$ cat config.mk
export PLATFORM = sky130hd
export DESIGN_NAME = fct_back_flat
export DESIGN_NICKNAME = d
export VERILOG_FILES = /design/src/sv/fct_pkg.sv /design/src/sv/fct_if.sv /design/src/sv/fct_back.sv /design/src/flat_wrapper.sv
export VERILOG_INCLUDE_DIRS = /design/src /design/src/sv
export SDC_FILE = /design/constraint.sdc
export NUM_CORES = 1
export LEC_CHECK = 0
export ABC_AREA = 1
export BUFFER_PORTS_ARGS = -buffer_cell sky130_fd_sc_hd__buf_2
export CAP_MARGIN = 20
export CORE_ASPECT_RATIO = 0.8
export CORE_MARGIN = 2
export CORE_UTILIZATION = 50
export DETAILED_ROUTE_END_ITERATION = 16
export HOLD_SLACK_MARGIN = 0.1
export PLACE_DENSITY = 0.7
export SYNTH_ARGS = -nofsm -noshare
export SYNTH_HDL_FRONTEND = slang
export SYNTH_SLANG_ARGS = --single-unit
$ cat constraint.sdc
create_clock -name clk -period 18.1 [get_ports clk]
set_input_delay 2.715 -clock clk [delete_from_list [all_inputs] [get_ports clk]]
set_output_delay 2.715 -clock clk [all_outputs]
set_load 0.005 [all_outputs]
$ cat src/sv/fast_corner_test_defines.svh
// Assertion macros shared by the fast corner test RTL.
`ifndef FAST_CORNER_TEST_DEFINES_SVH
`define FAST_CORNER_TEST_DEFINES_SVH
`ifndef SYNTH
`define FCT_ASSERT(label, clk, rst_n, prop, msg) \
    label: assert property (@(posedge clk) disable iff (!rst_n) prop) else $error(msg);
`define FCT_ASSERT_ALWAYS(label, clk, prop, msg) \
    label: assert property (@(posedge clk) prop) else $error(msg);
`else
`define FCT_ASSERT(label, clk, rst_n, prop, msg)
`define FCT_ASSERT_ALWAYS(label, clk, prop, msg)
`endif
`endif

$ cat src/sv/fct_pkg.sv
// Types, constants and helper functions of the fast corner test.
`timescale 1ns / 1ps
package fct_pkg;

    localparam int RING_SIZE = 16;
    localparam int PIX_W     = 8;
    localparam int RING_W    = RING_SIZE * PIX_W;
    localparam int HALF_W    = RING_W / 2;

    localparam logic [7:0] THRESHOLD_RESET  = 8'd20;
    localparam logic [4:0] RUN_LENGTH_RESET = 5'd9;

    // Register index as decoded from paddr[2].
    localparam logic REG_THRESHOLD  = 1'b0;
    localparam logic REG_RUN_LENGTH = 1'b1;

    typedef enum logic [1:0] {
        KIND_NONE   = 2'd0,
        KIND_DARK   = 2'd1,
        KIND_BRIGHT = 2'd2
    } kind_t;

    // One classified request handed from the front end to the back end.
    typedef struct packed {
        logic [PIX_W-1:0]     center;
        logic [RING_W-1:0]    ring;
        kind_t                kind;
        logic [RING_SIZE-1:0] pass;
    } fct_item_t;

    function automatic logic [PIX_W-1:0] abs_diff(input logic [PIX_W-1:0] a,
                                                  input logic [PIX_W-1:0] b);
        logic [PIX_W-1:0] d;
        begin
            if (a >= b)
            begin
                d = a - b;
            end
            else
            begin
                d = b - a;
            end
            return d;
        end
    endfunction

endpackage

$ cat src/sv/fct_if.sv


interface fct_out_if;
    logic       valid;
    logic       ready;
    logic [7:0] corner_score;
    logic [1:0] corner_kind;

    modport source (output valid, output corner_score, output corner_kind,
                    input ready);
    modport sink (input valid, input corner_score, input corner_kind,
                  output ready);
endinterface

$ cat src/sv/fct_back.sv
// Back end: contiguous run search and the two-stage score fold.
`timescale 1ns / 1ps
`include "fast_corner_test_defines.svh"
module fct_back (
    input  logic               clk,
    input  logic               rst_n,
    input  logic [4:0]         run_length,
    input  logic               item_valid,
    input  fct_pkg::fct_item_t item,
    output logic               item_ready,
    fct_out_if.source          out_ch
);

    localparam int N = fct_pkg::RING_SIZE;
    localparam int W = fct_pkg::PIX_W;

    logic [N-1:0]        len_mask;
    logic [2*N-1:0]      pass_dbl;
    logic                run_hit;
    logic [W-1:0]        fold_a;
    logic [W-1:0]        fold_b;
    fct_pkg::kind_t      kind_s1;
    fct_pkg::kind_t      kind_s2;
    logic                take1;
    logic                take2;
    logic                ready2;

    logic                      v1_reg;
    logic                      v1_next;
    logic [W-1:0]              score1_reg;
    logic [fct_pkg::HALF_W-1:0] ring_hi_reg;
    fct_pkg::kind_t            kind1_reg;

    logic                v2_reg;
    logic                v2_next;
    logic [W-1:0]        score2_reg;
    fct_pkg::kind_t      kind2_reg;

    // A run length of zero gives an empty mask; above the ring size it clamps.
    always_comb
    begin
        for (int j = 0; j < N; j++)
        begin
            len_mask[j] = 5'(j) < run_length;
        end
    end

    assign pass_dbl = {item.pass, item.pass};

    always_comb
    begin
        run_hit = 1'b0;
        for (int s = 0; s < N; s++)
        begin
            if ((pass_dbl[s +: N] & len_mask) == len_mask)
            begin
                run_hit = 1'b1;
            end
        end
    end

    assign kind_s1 = (run_hit && item.kind != fct_pkg::KIND_NONE) ? item.kind
                                                                  : fct_pkg::KIND_NONE;

    // First half of the fold over ring pixels 0 to 7.
    always_comb
    begin
        fold_a = item.center;
        for (int i = 0; i < N / 2; i++)
        begin
            fold_a = fct_pkg::abs_diff(fold_a, item.ring[i*W +: W]);
        end
    end

    // Second half of the fold over ring pixels 8 to 15.
    always_comb
    begin
        fold_b = score1_reg;
        for (int i = 0; i < N / 2; i++)
        begin
            fold_b = fct_pkg::abs_diff(fold_b, ring_hi_reg[i*W +: W]);
        end
    end

    always_comb
    begin
        kind_s2 = kind1_reg;
        if (kind1_reg == fct_pkg::KIND_NONE || fold_b == '0)
        begin
            kind_s2 = fct_pkg::KIND_NONE;
        end
    end

    assign ready2     = !v2_reg || out_ch.ready;
    assign item_ready = !v1_reg || ready2;
    assign take1      = item_valid && item_ready;
    assign take2      = v1_reg && ready2;
    assign v1_next    = take1 || (v1_reg && !ready2);
    assign v2_next    = take2 || (v2_reg && !out_ch.ready);

    always_ff @(posedge clk or negedge rst_n)
    begin
        if (!rst_n)
        begin
            v1_reg <= 1'b0;
            v2_reg <= 1'b0;
        end
        else
        begin
            v1_reg <= v1_next;
            v2_reg <= v2_next;
        end
    end

    always_ff @(posedge clk)
    begin
        if (take1)
        begin
            score1_reg  <= fold_a;
            ring_hi_reg <= item.ring[fct_pkg::RING_W-1:fct_pkg::HALF_W];
            kind1_reg   <= kind_s1;
        end
        if (take2)
        begin
            score2_reg <= (kind_s2 == fct_pkg::KIND_NONE) ? '0 : fold_b;
            kind2_reg  <= kind_s2;
        end
    end

    assign out_ch.valid        = v2_reg;
    assign out_ch.corner_score = score2_reg;
    assign out_ch.corner_kind  = kind2_reg;

    `FCT_ASSERT(a_kind_score, clk, rst_n, v2_reg |-> ((kind2_reg == fct_pkg::KIND_NONE) == (score2_reg == '0)), "corner kind and score disagree")
    `FCT_ASSERT(a_no_pass_no_kind, clk, rst_n, (take1 && item.pass == '0 && run_length != '0) |=> (kind1_reg == fct_pkg::KIND_NONE), "kind kept without passing pixels")

endmodule

$ cat src/flat_wrapper.sv
// flat-port wrapper written by rule: the top's interface ports become plain ports
module fct_back_flat 
  (clk, rst_n, run_length, item_valid, item, item_ready, out_ch_valid, out_ch_corner_score, out_ch_corner_kind, out_ch_ready);
  fct_out_if out_ch_i ();
  input  logic clk;
  input  logic rst_n;
  input  logic [4:0] run_length;
  input  logic item_valid;
  input  fct_pkg::fct_item_t item;
  output logic item_ready;
  output wire logic [$bits(out_ch_i.valid)-1:0] out_ch_valid;
  output wire logic [$bits(out_ch_i.corner_score)-1:0] out_ch_corner_score;
  output wire logic [$bits(out_ch_i.corner_kind)-1:0] out_ch_corner_kind;
  input wire logic [$bits(out_ch_i.ready)-1:0] out_ch_ready;
  assign out_ch_valid = out_ch_i.valid;
  assign out_ch_corner_score = out_ch_i.corner_score;
  assign out_ch_corner_kind = out_ch_i.corner_kind;
  assign out_ch_i.ready = out_ch_ready;
  fct_back u_core (.clk(clk), .rst_n(rst_n), .run_length(run_length), .item_valid(item_valid), .item(item), .item_ready(item_ready), .out_ch(out_ch_i));
endmodule
==> impl_metrics.csv <==
group,metric,value,unit
sta,skew,10.3,ps
clocking,htreeDepth,3,
synthesis,ys_seq_elements,86,
synthesis,synth_area_leader_cell,"ha_1",
placed_design,dp.final_hpwl,37700,um
synthesis,synth-simple-area-share,27.0,%
setup_path,cp.required,18190,ps
clocking,clkTransAtPathRegs,60,ps
synthesis,synth.most_common_cell,"nand2_1",
setup_path,path_class,"input pin to flop",
floorplanning,core_region_area,32400,um2
routing,avgRoutedWirePerCell,15.2,um
floorplanning,num_io_pins,175,
synthesis,synth_xor_area_share,8.48,%
clocking,cts_root_buf,"clkbuf_16",
setup_path,critPathMaxStageDelay,480,ps
setup_path,cpMostUsedCell,"nand2_1",
floorplanning,fp.dieW,207,um
final_layout,final_layout_size_suffix_gt1_share,8.00,%
synthesis,ys_async_sr_fraction,2.33,%
placed_design,portBuffers,174,
setup_path,setup.worst_path.start_class,"input pin",
clocking,numCtsBuffers,9,
global_routing,antenna_found_initial,7,
global_routing,grt_pass1_wl,75800,um
hold_path,worstHoldPathType,"flop to flop",
synthesis,yosysUniqueCellTypes,38,
routing,wirelength,47000,um
synthesis,synth_ff_type,"edfxtp_1",
final_layout,largest_register_ffs,64,
sta,finalCritPeriodShare,90.3,%
sta,rsz0062_at_grt,"no",
setup_path,cp_max_fo,10,
run_status,status,"complete, no violations",
sta,slew_viol_final,0,
synthesis,synth_compound_area_share,14.0,%
clocking,cts_hold_buf,0,
final_layout,fillers,3211,
routing,dr_total_vias,16777,
final_layout,regArea,2570,um2
clocking,worstSkewPairLatency,350,ps
routing,route.detailed.drc,0,
routing,ant_nets,0,
synthesis,syn_inst,2529,
sta,worst-slew-pin-transition,997,ps
sta,setup_violations,0,
global_routing,grt_usage,26.8,%
synthesis,syn_area_per_cell,6.49,um2
synthesis,syn_nets,2971,
clocking,cts_resized,0,
final_layout,fin_nets,3099,
sta,fin_crit,16350,ps
placed_design,gp_congestion,1.01,
synthesis,synth_adder_area_share,22.7,%
synthesis,synth_area_leaders,"ha_1, nand2_1, edfxtp_1",
synthesis,synth_enable_flop_cells,84,
synthesis,synthMuxAreaShare,0,%
synthesis,yosys-top-cells-count,"nand2_1, inv_1, ha_1",
sta,final-hold-violation-count,0,
floorplanning,die-area,34300,um2
setup_path,end_kind,"flop",
global_routing,grt_pass1_vias,15672,
sta,fmax,61.2,MHz
floorplanning,start_util,50.7,%
synthesis,ys_warn_count,0,
synthesis,synth_top_family_by_area,"simple AND/OR/NAND/NOR gates",
sta,setup_tns,0,ps
synthesis,seq_area_frac_synth,15.7,%
flow_run,cap_violations,0,
clocking,cts_buffer_depth,2,
clocking,cts_tree,"done",
synthesis,yosys.area.top_type_share,18.8,%
setup_path,arrival,16440,ps
synthesis,syn_area,16400,um2
floorplanning,dieHeight,166,um
final_layout,multi_input_area,11800,um2
routing,first_iter_violations,1347,
final_layout,syn2layout_area_growth,9.08,%
setup_path,cp_slowest_cell,"fa_1",
routing,vias_per_cell,5.42,
clocking,cts_setup_buffers,0,
clocking,cts_num_sinks,86,
global_routing,grt_max_degree,75,
floorplanning,rows,59,
sta,slew_headroom,33.4,%
global_routing,grt_overflow,0,
routing,drtPass1Iterations,5,
## cell families after synthesis
group	Yosys count
AO/OA/AOI/OAI	393
XOR/XNOR	159
flip-flops	86
adder cells (fa/ha/maj)	279
AND/OR/NAND/NOR	1097
buffers and inverters	515
## stage by stage
stage | setup WS (ps) | util, % | instance area [um2] | instances | hold WS [ps]
after floorplan | 3280 | - | 16400 | 2529 | 447
after global placement | 2240 | 54.2 | 17600 | 3073 | 460
after detailed placement | 1550 | 54.2 | 17600 | 3073 | 486
after CTS | 1880 | 55.2 | 17900 | 3089 | 489
after global routing | 97.3 | 55.2 | 17900 | 3093 | 504
final | 1750 | 55.3 | 17900 | 3097 | 490
## worst paths after layout
check	start	to	slack, ps	depth (start not counted)
setup / recovery	item[146]	u_core.score1_reg[3]$_DFFE_PP_	1750	69
setup reg to reg	u_core.ring_hi_reg[5]$_DFFE_PP_	u_core.out_ch.corner_score[7]$_SDFFCE_PN0P_	2510	71
min in group asynchronous	rst_n	u_core.v1_reg$_DFF_PN0_	2140	1
max in group asynchronous	rst_n	u_core.out_ch.valid$_DFF_PN0_	15870	1
hold / removal	u_core.v1_reg$_DFF_PN0_	u_core.out_ch.valid$_DFF_PN0_	490	2
hold reg to reg	u_core.v1_reg$_DFF_PN0_	u_core.out_ch.valid$_DFF_PN0_	490	2
## critical path, delay by kind of cell
kind	cells	cell delay, ps
XOR/XNOR	1	70
adder cells (fa/ha/maj)	9	3510
AND/OR/NAND/NOR	28	4170
buffers and inverters	17	2350
AO/OA/AOI/OAI	14	3590
## layer usage
| layer | track usage [%] | share of wire, % |
|---|---|---|
| met1 | 38.1 | 46 |
| met3 | 4.55 | 8.6 |
| met2 | 42.5 | 44 |
| met4 | 5.84 | 1.9 |
| met5 | 0 | 0.028 |
## cell usage in the layout, fill, tap and decap left out, types with 39 or more instances in the layout
cell type / Yosys / routed
o221ai_1: 45 / 45
nor2_1: 200 / 200
buf_2: 33 / 174
edfxtp_1: 84 / 84
nand3_1: 111 / 111
o21ai_0: 113 / 113
nand4_1: 48 / 48
xnor2_1: 39 / 39
nand2_1: 721 / 721
a21oi_1: 172 / 172
inv_1: 446 / 445
ha_1: 247 / 247
xor2_1: 120 / 120
## final cells by class
class	count	share of cell area [%]
repair buffers	177	4.99
clock buffers	9	1.26
flip-flops and latches	86	14.4
well taps	427	2.98
clock inverters	7	0.629
inverters	455	9.53
multi-input cells	1928	66.1
diodes	8	0.112
Power is left out: the tool's default activity adds up to more than one toggle a clock period on the data nets, which glitch-free logic cannot reach.
